==> src/rtl/frame_capture_record_ring_defines.svh <==
// Assertion helpers for the capture ring RTL.
`ifndef FRAME_CAPTURE_RECORD_RING_DEFINES_SVH
`define FRAME_CAPTURE_RECORD_RING_DEFINES_SVH

// Same-cycle implication, disabled while reset is asserted.
`define FCRR_ASSERT_NOW(label, clk, rst_n, ante, cons, msg) \
	label: assert property (@(posedge clk) disable iff (!(rst_n)) (ante) |-> (cons)) \
		else $error(msg);

// Next-cycle implication, disabled while reset is asserted.
`define FCRR_ASSERT_NEXT(label, clk, rst_n, ante, cons, msg) \
	label: assert property (@(posedge clk) disable iff (!(rst_n)) (ante) |=> (cons)) \
		else $error(msg);

`endif

==> src/rtl/fcrr_fifo.sv <==
`timescale 1ns / 1ps

module fcrr_fifo #(
	parameter type item_t = logic,
	parameter int  DEPTH  = 2
) (
	input  logic  clk,
	input  logic  arst_n,
	input  logic  push,
	output logic  full,
	input  item_t din,
	input  logic  pop,
	output logic  empty,
	output item_t dout
);

	localparam int AW = (DEPTH > 1) ? $clog2(DEPTH) : 1;
	localparam int CW = $clog2(DEPTH + 1);

	item_t          mem_q [DEPTH];
	logic  [AW-1:0] wr_q;
	logic  [AW-1:0] rd_q;
	logic  [CW-1:0] cnt_q;
	logic           do_push;
	logic           do_pop;

	assign full    = (cnt_q == CW'(DEPTH));
	assign empty   = (cnt_q == '0);
	assign do_push = push && !full;
	assign do_pop  = pop && !empty;
	assign dout    = mem_q[rd_q];

	always_ff @(posedge clk or negedge arst_n) begin
		if (!arst_n) begin
			wr_q  <= '0;
			rd_q  <= '0;
			cnt_q <= '0;
		end else begin
			if (do_push) begin
				wr_q <= (wr_q == AW'(DEPTH - 1)) ? '0 : wr_q + 1'b1;
			end
			if (do_pop) begin
				rd_q <= (rd_q == AW'(DEPTH - 1)) ? '0 : rd_q + 1'b1;
			end
			if (do_push && !do_pop) begin
				cnt_q <= cnt_q + 1'b1;
			end else if (do_pop && !do_push) begin
				cnt_q <= cnt_q - 1'b1;
			end
		end
	end

	always_ff @(posedge clk) begin
		if (do_push) begin
			mem_q[wr_q] <= din;
		end
	end

endmodule

==> config.mk <==
export PLATFORM = sky130hd
export DESIGN_NAME = fcrr_fifo
export DESIGN_NICKNAME = d
export VERILOG_FILES = /design/src/rtl/frame_capture_record_ring_defines.svh /design/src/rtl/fcrr_fifo.sv
export SDC_FILE = /design/constraint.sdc
export NUM_CORES = 1
export LEC_CHECK = 0
export BUFFER_PORTS_ARGS = -buffer_cell sky130_fd_sc_hd__buf_2
export CELL_PAD_IN_SITES_DETAIL_PLACEMENT = 2
export CELL_PAD_IN_SITES_GLOBAL_PLACEMENT = 2
export CORE_AREA = 2 2 39 41
export DETAILED_ROUTE_END_ITERATION = 10
export DIE_AREA = 0 0 41 43
export PLACE_DENSITY = 0.63
export SYNTH_ARGS = -nofsm -noshare
export SYNTH_HDL_FRONTEND = slang
export SYNTH_SLANG_ARGS = --single-unit
==> constraint.sdc <==
create_clock -name clk -period 2.5 [get_ports clk]
set_input_delay 0.125 -clock clk [delete_from_list [all_inputs] [get_ports clk]]
set_output_delay 0.125 -clock clk [all_outputs]
set_load 0.03 [all_outputs]
==> metrics <==
status finished clean; port bufs 7; Fin. Hold Viols 0; Starting Density 0.193; FF+latch count, synth 6; WS Path Type reg -> reg; DIE AREA 0.00176 mm^2; crit path capture type flip-flop; DR WL/cell 10.9 um; gpl congestion 0.604; drt first pass iters 1; Synth Instances 22; Die Wd 41 um; DP Area 323 um^2; Power Dens Cells 1370 mW/mm^2; clk slew on worst S/H paths 0.05 ns; top cells by area, synth dfrtp_1 (37%), edfxtp_1 (22%), xnor2_1 (9.8%); I/O Pins 8; FMAX 646 MHz; CTS buffer count 3; CP Data Required Time 2.66 ns; pin count of the biggest net entering global routing 6; final worst slack 0.953 ns; DRT antenna net count 0; Finished Layout Cells 50; Setup WS pre-CTS 0.947 ns; Slew HR 0.854; first-pass GRT wire length 986 um; dpl cells 45; overall fraction of global-route tracks in use 0.0920; core area 0.00138 mm^2; IR drop worst, VDD 0.000493 V; Async S/R FF share, synth 0.667; max-cap viol count 0; Reg-to-Reg Start cnt_q[0]$_DFFE_PN0P_; maximum clock path buffer count 2; vias in the first global route 237; routed vias 197; antenna fix cells 0; total gr overflow 0; Setup TNS 0 ns; cell taking the most area after synthesis dfrtp_1; period utilisation layout 0.619; nets@finish 41; top-area cell type share of the netlist area 0.374; syn_nets 28; critical path's most frequent cell xor2_1; initial DRC count 0; Mapped Avg Cell Area 12.2 um^2; insertion delay to the later sink of the worst-skew pair 0.24 ns; CTS root buffer clkbuf_4; top-count cell post-synth dfrtp_1; worst-path cell chain nand2b_1 > nand2_1 > inv_1 > ha_1 > xor2_1 > nor2_1 > xor2_1; Final setup viols 0; row count 14; Crit Path Max Fanout 5; TritonCTS clock tree built; FF-to-FF path depth 7; sequential area share after synthesis 0.598; post-synthesis cell type count 12; hold path cells 1; critical path startpoint category flip-flop; main flop type after synthesis dfrtp_1; initial antenna violation count 0; Crit. Startpoint cnt_q[0]$_DFFE_PN0P_; fraction of layout cells with a size suffix above 1 0.324; r2r endpoint cnt_q[1]$_DFFE_PN0P_; number of flops mapped to enable cells by yosys 2; hold endpoint mem_q[0]$_DFFE_PP_; Yosys warnings 0; FF-to-FF setup slack 0.95 ns; Area Growth Syn to Fin 34.1%; top cells by count, synth dfrtp_1 (4), nor2_1 (3), xnor2_1 (3); # H-tree levels 1; die height 43 um; Final Cell Area 359 um^2; post-CTS sizing 0; unrepaired setup endpoints after global routing no; CP max-delay cell dfrtp_1; minimum clock period 1.55 ns; DRC errors left 0; vias per inst 3.94; Pleak 0.000174 uW; Mapped Area 268 um^2; Tightest Hold Check Type in -> reg; Total Wirelength 543 um; Max stage delay on crit path 0.43 ns; CP arrival 1.70 ns; clk_skew 0.00431 ns; Hold Path Origin din; final slew viol count 0; Tightest Pin Transition 0.217 ns; Sink Count 6
## worst max path at each step
stage | end | slack (ns) | cells past startpoint
final | cnt_q[1]$_DFFE_PN0P_ | 0.95 | 7
after global routing | cnt_q[1]$_DFFE_PN0P_ | 0.83 | 7
after floorplan | cnt_q[1]$_DFFE_PN0P_ | 1.14 | 6
after global placement | cnt_q[1]$_DFFE_PN0P_ | 1.06 | 7
after CTS | cnt_q[1]$_DFFE_PN0P_ | 0.92 | 7
after detailed placement | cnt_q[1]$_DFFE_PN0P_ | 0.95 | 7
## what timing repair did
item,CTS,global route
hold buffers,1,0
endpoints found under the hold margin,4,0
buffers inserted,0,0
## routing by layer
layer / share of wire / GRT usage / up-vias
met5: 0 / 0 / -
met4: 0 / 0.0600 / 0
met3: 0.085 / 0.0628 / 0
met2: 0.52 / 0.134 / 7
met1: 0.39 / 0.0888 / 93
li1: - / - / 97
## worst max-delay path, delay by kind of cell, from the launching register on
family,cells,cell delay [ns]
adders and majority gates,1,0.19
buffers and inverters,1,0.06
and+or+nand+nor,3,0.47
xor gates and xnor gates,2,0.32
DFF,1,0.43
## state kept, by name, summed over array words and instances, names as in the netlist
register,cells
cnt_q,2
mem_q,2
rd_q,1
wr_q,1
## final cells by class
cell class                 count  area [um^2]
sequential                     6          160
fill                         163         1020
clock buffer                   4         26.3
tap                           16         20.0
inverter                       2         7.51
timing repair buffer           8         45.0
multi-input combinational     14          100
## power by group
group | switching (uW) | internal, uW
registers | 40.0 | 148
logic | 120 | 88.6
clock network | 34.7 | 60.4
## per-stage QoR
| stage | utilization | power [uW] | hold WS [ns] |
|---|---|---|---|
| finish | 0.259 | 491 | 0.0751 |
| global route | 0.259 | 537 | 0.0658 |
| CTS | 0.259 | 506 | 0.0661 |
| detailed placement | 0.233 | 400 | -0.0646 |
| global placement | 0.233 | 381 | -0.0665 |
| floorplan | - | 341 | -0.171 |
## placed cells by master (no fill, tap or decap)
cell type,synthesis,routed
xor2_1,2,2
dfrtp_1,4,4
buf_2,0,7
ha_1,1,1
nand2b_1,1,1
clkbuf_4,0,3
nor2_1,3,3
edfxtp_1,2,2
inv_1,2,2
nand2_1,1,1
and3_1,1,1
dlygate4sd3_1,0,1
o21ai_1,1,1
xnor2_1,3,3
clkbuf_1,0,1
mux2_2,1,1
## kinds of logic (layout without fill, tap and decap cells)
group / count (synthesis) / in the layout / synth area share
flops: 6 / 6 / 0.598
simple gates: 6 / 6 / 0.103
mux: 1 / 1 / 0.0421
buf+inv: 2 / 14 / 0.0280
fa+ha+maj: 1 / 1 / 0.0467
compound gates: 1 / 1 / 0.0187
xor+xnor: 5 / 5 / 0.164
(Power assumes the default switching activity.)
