## src/rtl/frame_capture_record_ring_defines.svh

```systemverilog
// Assertion helpers for the capture ring RTL.
`ifndef FRAME_CAPTURE_RECORD_RING_DEFINES_SVH
`define FRAME_CAPTURE_RECORD_RING_DEFINES_SVH

// Same-cycle implication, disabled while reset is asserted.
`define FCRR_ASSERT_NOW(label, clk, rst_n, ante, cons, msg) \
	label: assert property (@(posedge clk) disable iff (!(rst_n)) (ante) |-> (cons)) \
		else $error(msg);

// Next-cycle implication, disabled while reset is asserted.
`define FCRR_ASSERT_NEXT(label, clk, rst_n, ante, cons, msg) \
	label: assert property (@(posedge clk) disable iff (!(rst_n)) (ante) |=> (cons)) \
		else $error(msg);

`endif

```

## src/rtl/fcrr_pkg.sv

```systemverilog
`timescale 1ns / 1ps

package fcrr_pkg;

	localparam int RING_BYTES_DEFAULT = 8192;
	localparam int HDR_BYTES          = 16;
	localparam int MS_PER_SEC         = 1000;
	localparam int USEC_PER_MS        = 1000;
	localparam int CMD_DEPTH          = 2;
	localparam int RES_DEPTH          = 2;

	// Header divide: four quotient bits per cycle over a 32-bit timestamp
	localparam int DIV_DIGIT_W = 4;
	localparam int DIV_STEPS   = 32 / DIV_DIGIT_W;

	localparam int CFG_IDX_W  = 1;
	localparam int CFG_DATA_W = 12;

	localparam logic [CFG_IDX_W-1:0] CFG_CAPTURE_EN = 1'd0;
	localparam logic [CFG_IDX_W-1:0] CFG_SNAP_LEN   = 1'd1;

	localparam logic [11:0] SNAP_LEN_RESET = 12'd512;

	localparam logic [1:0] ACT_FRAME_START = 2'd0;
	localparam logic [1:0] ACT_FRAME_DATA  = 2'd1;
	localparam logic [1:0] ACT_READ        = 2'd2;

	localparam logic [1:0] FT_MGMT = 2'd0;
	localparam logic [1:0] FT_DATA = 2'd2;

	typedef enum logic [1:0] {
		OP_NONE,
		OP_HDR,
		OP_BYTE,
		OP_READ
	} cmd_op_t;

	typedef enum logic [2:0] {
		BK_IDLE,
		BK_DIV,
		BK_MUL,
		BK_HDR,
		BK_DONE
	} back_state_t;

	typedef struct packed {
		logic [1:0]  action;
		logic [1:0]  frame_type;
		logic [11:0] frame_length;
		logic [31:0] time_ms;
		logic [7:0]  data_byte;
	} in_item_t;

	typedef struct packed {
		logic [7:0]  read_data;
		logic        read_valid;
		logic        frame_accepted;
		logic [12:0] fill_bytes;
		logic [31:0] packets_seen;
		logic [31:0] frames_dropped;
	} result_t;

	typedef struct packed {
		cmd_op_t     op;
		logic [31:0] time_ms;
		logic [11:0] stored_len;
		logic [11:0] frame_length;
		logic [7:0]  data_byte;
		logic        accepted;
		logic [12:0] fill_bytes;
		logic [31:0] packets_seen;
		logic [31:0] frames_dropped;
	} cmd_t;

endpackage

```

## src/rtl/fcrr_front.sv

```systemverilog
`timescale 1ns / 1ps

module fcrr_front #(
	parameter int RING_BYTES = fcrr_pkg::RING_BYTES_DEFAULT
) (
	input  logic                             clk,
	input  logic                             arst_n,
	input  logic                             cfg_valid,
	output logic                             cfg_ready,
	input  logic [fcrr_pkg::CFG_IDX_W-1:0]   cfg_index,
	input  logic [fcrr_pkg::CFG_DATA_W-1:0]  cfg_data,
	input  logic                             push,
	output logic                             full,
	input  fcrr_pkg::in_item_t               item,
	output logic                             cmd_push,
	input  logic                             cmd_full,
	output fcrr_pkg::cmd_t                   cmd
);

	localparam int PTR_W = $clog2(RING_BYTES);
	localparam int SUM_W = ((PTR_W > 13) ? PTR_W : 13) + 1;

	logic              cap_en_q;
	logic [11:0]       snap_q;
	logic [PTR_W-1:0]  fill_q;
	logic [11:0]       pend_q;
	logic [31:0]       seen_q;
	logic [31:0]       drop_q;

	logic              accept;
	logic              match;
	logic              fits;
	logic [11:0]       incl;
	logic [SUM_W-1:0]  need;
	logic [PTR_W-1:0]  fill_n;
	logic [11:0]       pend_n;
	logic [31:0]       seen_n;
	logic [31:0]       drop_n;
	fcrr_pkg::cmd_op_t op;
	logic              accepted;

	assign cfg_ready = 1'b1;
	assign full      = cmd_full;
	assign accept    = push && !full;
	assign cmd_push  = accept;

	always_ff @(posedge clk or negedge arst_n) begin
		if (!arst_n) begin
			cap_en_q <= 1'b0;
			snap_q   <= fcrr_pkg::SNAP_LEN_RESET;
		end else if (cfg_valid && cfg_ready) begin
			case (cfg_index)
				fcrr_pkg::CFG_CAPTURE_EN: cap_en_q <= cfg_data[0];
				fcrr_pkg::CFG_SNAP_LEN:   snap_q   <= cfg_data[11:0];
				default: ;
			endcase
		end
	end

	// Classify the item and update ring fill and counts up front
	always_comb begin
		incl     = (item.frame_length < snap_q) ? item.frame_length : snap_q;
		need     = SUM_W'(fcrr_pkg::HDR_BYTES) + SUM_W'(incl);
		fits     = (need + SUM_W'(fill_q)) <= SUM_W'(RING_BYTES - 1);
		match    = cap_en_q && (item.frame_type inside {fcrr_pkg::FT_MGMT, fcrr_pkg::FT_DATA});
		fill_n   = fill_q;
		pend_n   = pend_q;
		seen_n   = seen_q;
		drop_n   = drop_q;
		op       = fcrr_pkg::OP_NONE;
		accepted = 1'b0;
		case (item.action)
			fcrr_pkg::ACT_FRAME_START: begin
				pend_n = '0;
				if (match) begin
					seen_n = seen_q + 32'd1;
					if (fits) begin
						op       = fcrr_pkg::OP_HDR;
						accepted = 1'b1;
						pend_n   = incl;
						fill_n   = fill_q + PTR_W'(fcrr_pkg::HDR_BYTES);
					end else begin
						drop_n = drop_q + 32'd1;
					end
				end
			end
			fcrr_pkg::ACT_FRAME_DATA: begin
				if (pend_q != '0) begin
					op     = fcrr_pkg::OP_BYTE;
					pend_n = pend_q - 12'd1;
					fill_n = fill_q + 1'b1;
				end
			end
			fcrr_pkg::ACT_READ: begin
				if (fill_q != '0) begin
					op     = fcrr_pkg::OP_READ;
					fill_n = fill_q - 1'b1;
				end
			end
			default: ;
		endcase
	end

	always_ff @(posedge clk or negedge arst_n) begin
		if (!arst_n) begin
			fill_q <= '0;
			pend_q <= '0;
			seen_q <= '0;
			drop_q <= '0;
		end else if (accept) begin
			fill_q <= fill_n;
			pend_q <= pend_n;
			seen_q <= seen_n;
			drop_q <= drop_n;
		end
	end

	always_comb begin
		cmd.op             = op;
		cmd.time_ms        = item.time_ms;
		cmd.stored_len     = incl;
		cmd.frame_length   = item.frame_length;
		cmd.data_byte      = item.data_byte;
		cmd.accepted       = accepted;
		cmd.fill_bytes     = 13'(fill_n);
		cmd.packets_seen   = seen_n;
		cmd.frames_dropped = drop_n;
	end

endmodule

```

## config.mk

```make
export PLATFORM = sky130hd
export DESIGN_NAME = fcrr_front
export DESIGN_NICKNAME = d
export VERILOG_FILES = /design/src/rtl/frame_capture_record_ring_defines.svh /design/src/rtl/fcrr_pkg.sv /design/src/rtl/fcrr_front.sv
export SDC_FILE = /design/constraint.sdc
export NUM_CORES = 1
export LEC_CHECK = 0
export ABC_AREA = 1
export BUFFER_PORTS_ARGS = -buffer_cell sky130_fd_sc_hd__buf_2
export CORE_MARGIN = 5
export CORE_UTILIZATION = 49
export DETAILED_ROUTE_END_ITERATION = 10
export PLACE_DENSITY = 0.78
export SYNTH_ARGS = -nofsm -noshare
export SYNTH_HDL_FRONTEND = slang
export SYNTH_SLANG_ARGS = --single-unit
```

## constraint.sdc

```tcl
create_clock -name clk -period 6.5 [get_ports clk]
set_input_delay 1.625 -clock clk [delete_from_list [all_inputs] [get_ports clk]]
set_output_delay 1.625 -clock clk [all_outputs]
set_load 0.005 [all_outputs]
```

==> results.yml <==
setup_path:
  path_common_cell: "buf_4"
  startpoint: "item[46]"
  cpMaxStageDelayCell: "ha_1"
  cpPeakStageDelay_ns: 0.28
  start_kind: "primary input"
  cp_max_fo: 7
  arrival_ns: 6.89
  worst_setup_path_end_kind: "flip-flop"
  rr_startpoint: "snap_q[9]"
  crit_type: "primary input to flip-flop"
  crit_required_ns: 6.75
global_routing:
  grt_pass1_wl_mm: 40.2
  grt.overflow.total: 0
  antenna_found_initial: 0
  grt_usage_pct: 24.1
  grt_max_degree: 66
  first_global_vias: 8455
routing:
  via_per_inst: 5.33
  post_drt_wl_per_cell_um: 15.2
  drcViolationCount: 0
  vias: 8981
  ant_nets: 0
  drt_iter0_markers: 753
  drt-total-wl_mm: 25.5
  drtPass1Iterations: 5
placed_design:
  dpl_cell_area_um2: 9330
  port_buffers: 138
  gp_congestion: 0.970
  dp_hpwl_mm: 17.0
timing:
  hold_violations: 0
  setup_viol: 16
  period_share_pct: 102
  maxSlewHeadroom_pct: 41.3
  max_slew.worst_pin.slew_ns: 0.880
  grt_setup_unrepaired: "true"
  clock_skew_ns: 0.0104
  drv_slew: 0
  setup_ws_ns: -0.140
  timing.fmax_mhz: 151
  period_needed_ns: 6.64
power_and_ir_drop:
  comb_power_share_pct: 45.0
  switchingPower_mw: 1.15
  vdd_drop_max_uv: 164
  leakagePower_nw: 5.54
  pwr-share-seq_pct: 32.0
  p_clk_share_pct: 23.0
  swShare_pct: 41.1
  finalPower_mw: 2.81
  powerDensity_nw_per_um2: 259
  intPower_mw: 1.65
layout:
  final_cell_mix: "nand2_1 (416), inv_1 (136), buf_2 (126)"
  register_area_um2: 2550
  final_common_cell: "nand2_1"
  fin_nets: 1570
  fill_cells: 1514
  antenna_cells: 0
  syn2layout_area_growth_pct: 26.8
  layout-drive-gt1-share_pct: 27.3
  fin_area_um2: 10800
  multi_input_area_um2: 5550
logic_synthesis:
  yosys_register_bits: 102
  ys_async_sr_fraction_pct: 100
  avgSynthCellArea_um2: 6.50
  synth_flop_cell: "dfrtp_1"
  synth_nets: 1430
  netlist_area_um2: 8540
  seq_area_frac_synth_pct: 29.9
  synth_edf_count: 0
  synthCells: 1314
  synth_cell_type_count: 45
  synth_warnings: 0
clock_network:
  cts.sink_count: 102
  ctsLongestPathBuffers: 2
  htree_levels: 3
  cts_hold_buf: 0
  cts_tree: "built"
  cts_buffers: 9
  clock-root-buffer: "clkbuf_16"
  clkTransAtPathRegs_ns: 0.08
  clk_latency_ns: 0.35
floorplanning:
  pin_count: 221
  fp-row-count: 48
  initial_core_util_pct: 49.7
  die_area_um2: 20200
  die_h_um: 142
  core_um2: 17200
  die_w_um: 142
outcome:
  outcome: "finished, violations left"
  violations: "setup timing"
worst_hold_path:
  hold_path.class: "flip-flop to flip-flop"
  hold_start: "drop_q[31]"
run:
  maxCapViolations: 0
worst paths after layout:
kind	endpoint	slack (ns)	depth (start not counted)
worst min-delay path	drop_q[31]	0.52	2
max in group asynchronous	drop_q[19]	4.06	2
worst min register to register	drop_q[31]	0.52	2
worst max register to register	drop_q[17]	0.61	41
min in group asynchronous	snap_q[11]	1.36	1
worst max-delay path	drop_q[17]	-0.14	40
power groups by stage:
stage	sequential (mW)	clock (mW)	combinational [mW]
global placement	0.894	0	0.975
finish	0.900	0.646	1.26
detailed placement	0.896	0	1.00
CTS	0.885	0.654	1.10
global route	0.918	0.680	1.41
floorplan	0.819	0	0.724
cell usage after synthesis (2+ instances only):
cell	count	share of area [%]
buf_1	4	0.18
a21o_1	2	0.18
o21ai_0	53	3.1
o211ai_1	6	0.53
nor2_2	8	0.59
clkbuf_1	26	1.1
nor3_4	2	0.38
nand4_1	23	1.7
ha_1	41	6.0
nor4_1	3	0.22
nand2_1	452	20
xor2_1	46	4.7
nor3_2	5	0.59
or2_2	3	0.22
nor2_1	127	5.6
and2_1	6	0.44
o21ai_1	8	0.47
nor3_1	17	1.0
dfrtp_1	101	30
inv_1	144	6.3
xnor2_1	5	0.51
a21oi_1	58	3.4
nand2_2	5	0.37
buf_2	10	0.59
nand3b_1	3	0.26
nand3_1	77	4.5
inv_2	4	0.18
buf_4	55	4.8
nor2_4	4	0.53
metrics by stage:
stage	hold slack [ns]	utilization, %	worst slack [ns]	cells	TNS [ns]
CTS	0.512	59.1	0.00179	1672	0
detailed placement	0.492	54.3	-0.264	1632	-5.89
finish	0.517	63.0	-0.140	1684	-0.561
floorplan	0.453	-	0.0253	1314	0
global route	0.543	63.0	-0.264	1684	-6.13
global placement	0.475	54.3	-0.254	1632	-4.55
state kept, by name (all words and copies together) (netlist names):
register / count
snap_q: 12
drop_q: 32
cap_en_q: 1
pend_q: 12
fill_q: 13
seen_q: 32
critical path, delay by kind of cell:
family	cells	cell delay (ns)
AND/OR/NAND/NOR	14	1.46
AO/OA/AOI/OAI	2	0.35
buffers and inverters	21	2.71
adder cells (fa/ha/maj)	3	0.75
per-layer routing:
layer  part of all wire [%]  GRT usage, %  vias up
li1                       -             -     4350
met3                    8.1          4.87       83
met5                      0             0        -
met4                    3.0          8.23        0
met2                     47          40.3      379
met1                     42          31.2     4169
cell families (layout without fill, tap and decap cells):
group           count (synthesis)  after routing  synth area share [%]
fa+ha+maj                      42             42                  6.24
buf+inv                       244            389                  13.3
other cells                     1              1                0.0439
simple gates                  740            740                  36.9
compound gates                133            133                  8.24
flops                         102            102                  29.9
xor+xnor                       52             52                  5.42
final cells by class:
class,count,area share [%]
clock buffers,9,2.08
clock inverters,7,1.12
inverters,149,5.32
multi-input cells,968,51.2
flip-flops and latches,102,23.6
well taps,225,2.60
repair buffers,224,14.1
timing repair:
| item | 4_1_cts | 5_1_grt |
|---|---|---|
| gates cloned | 2 | 0 |
| gates resized for setup | 60 | 126 |
| setup endpoints to repair | 40 | 43 |
| pin swaps | 20 | 62 |
| setup buffers | 22 | 13 |
(Power assumes the default switching activity.)
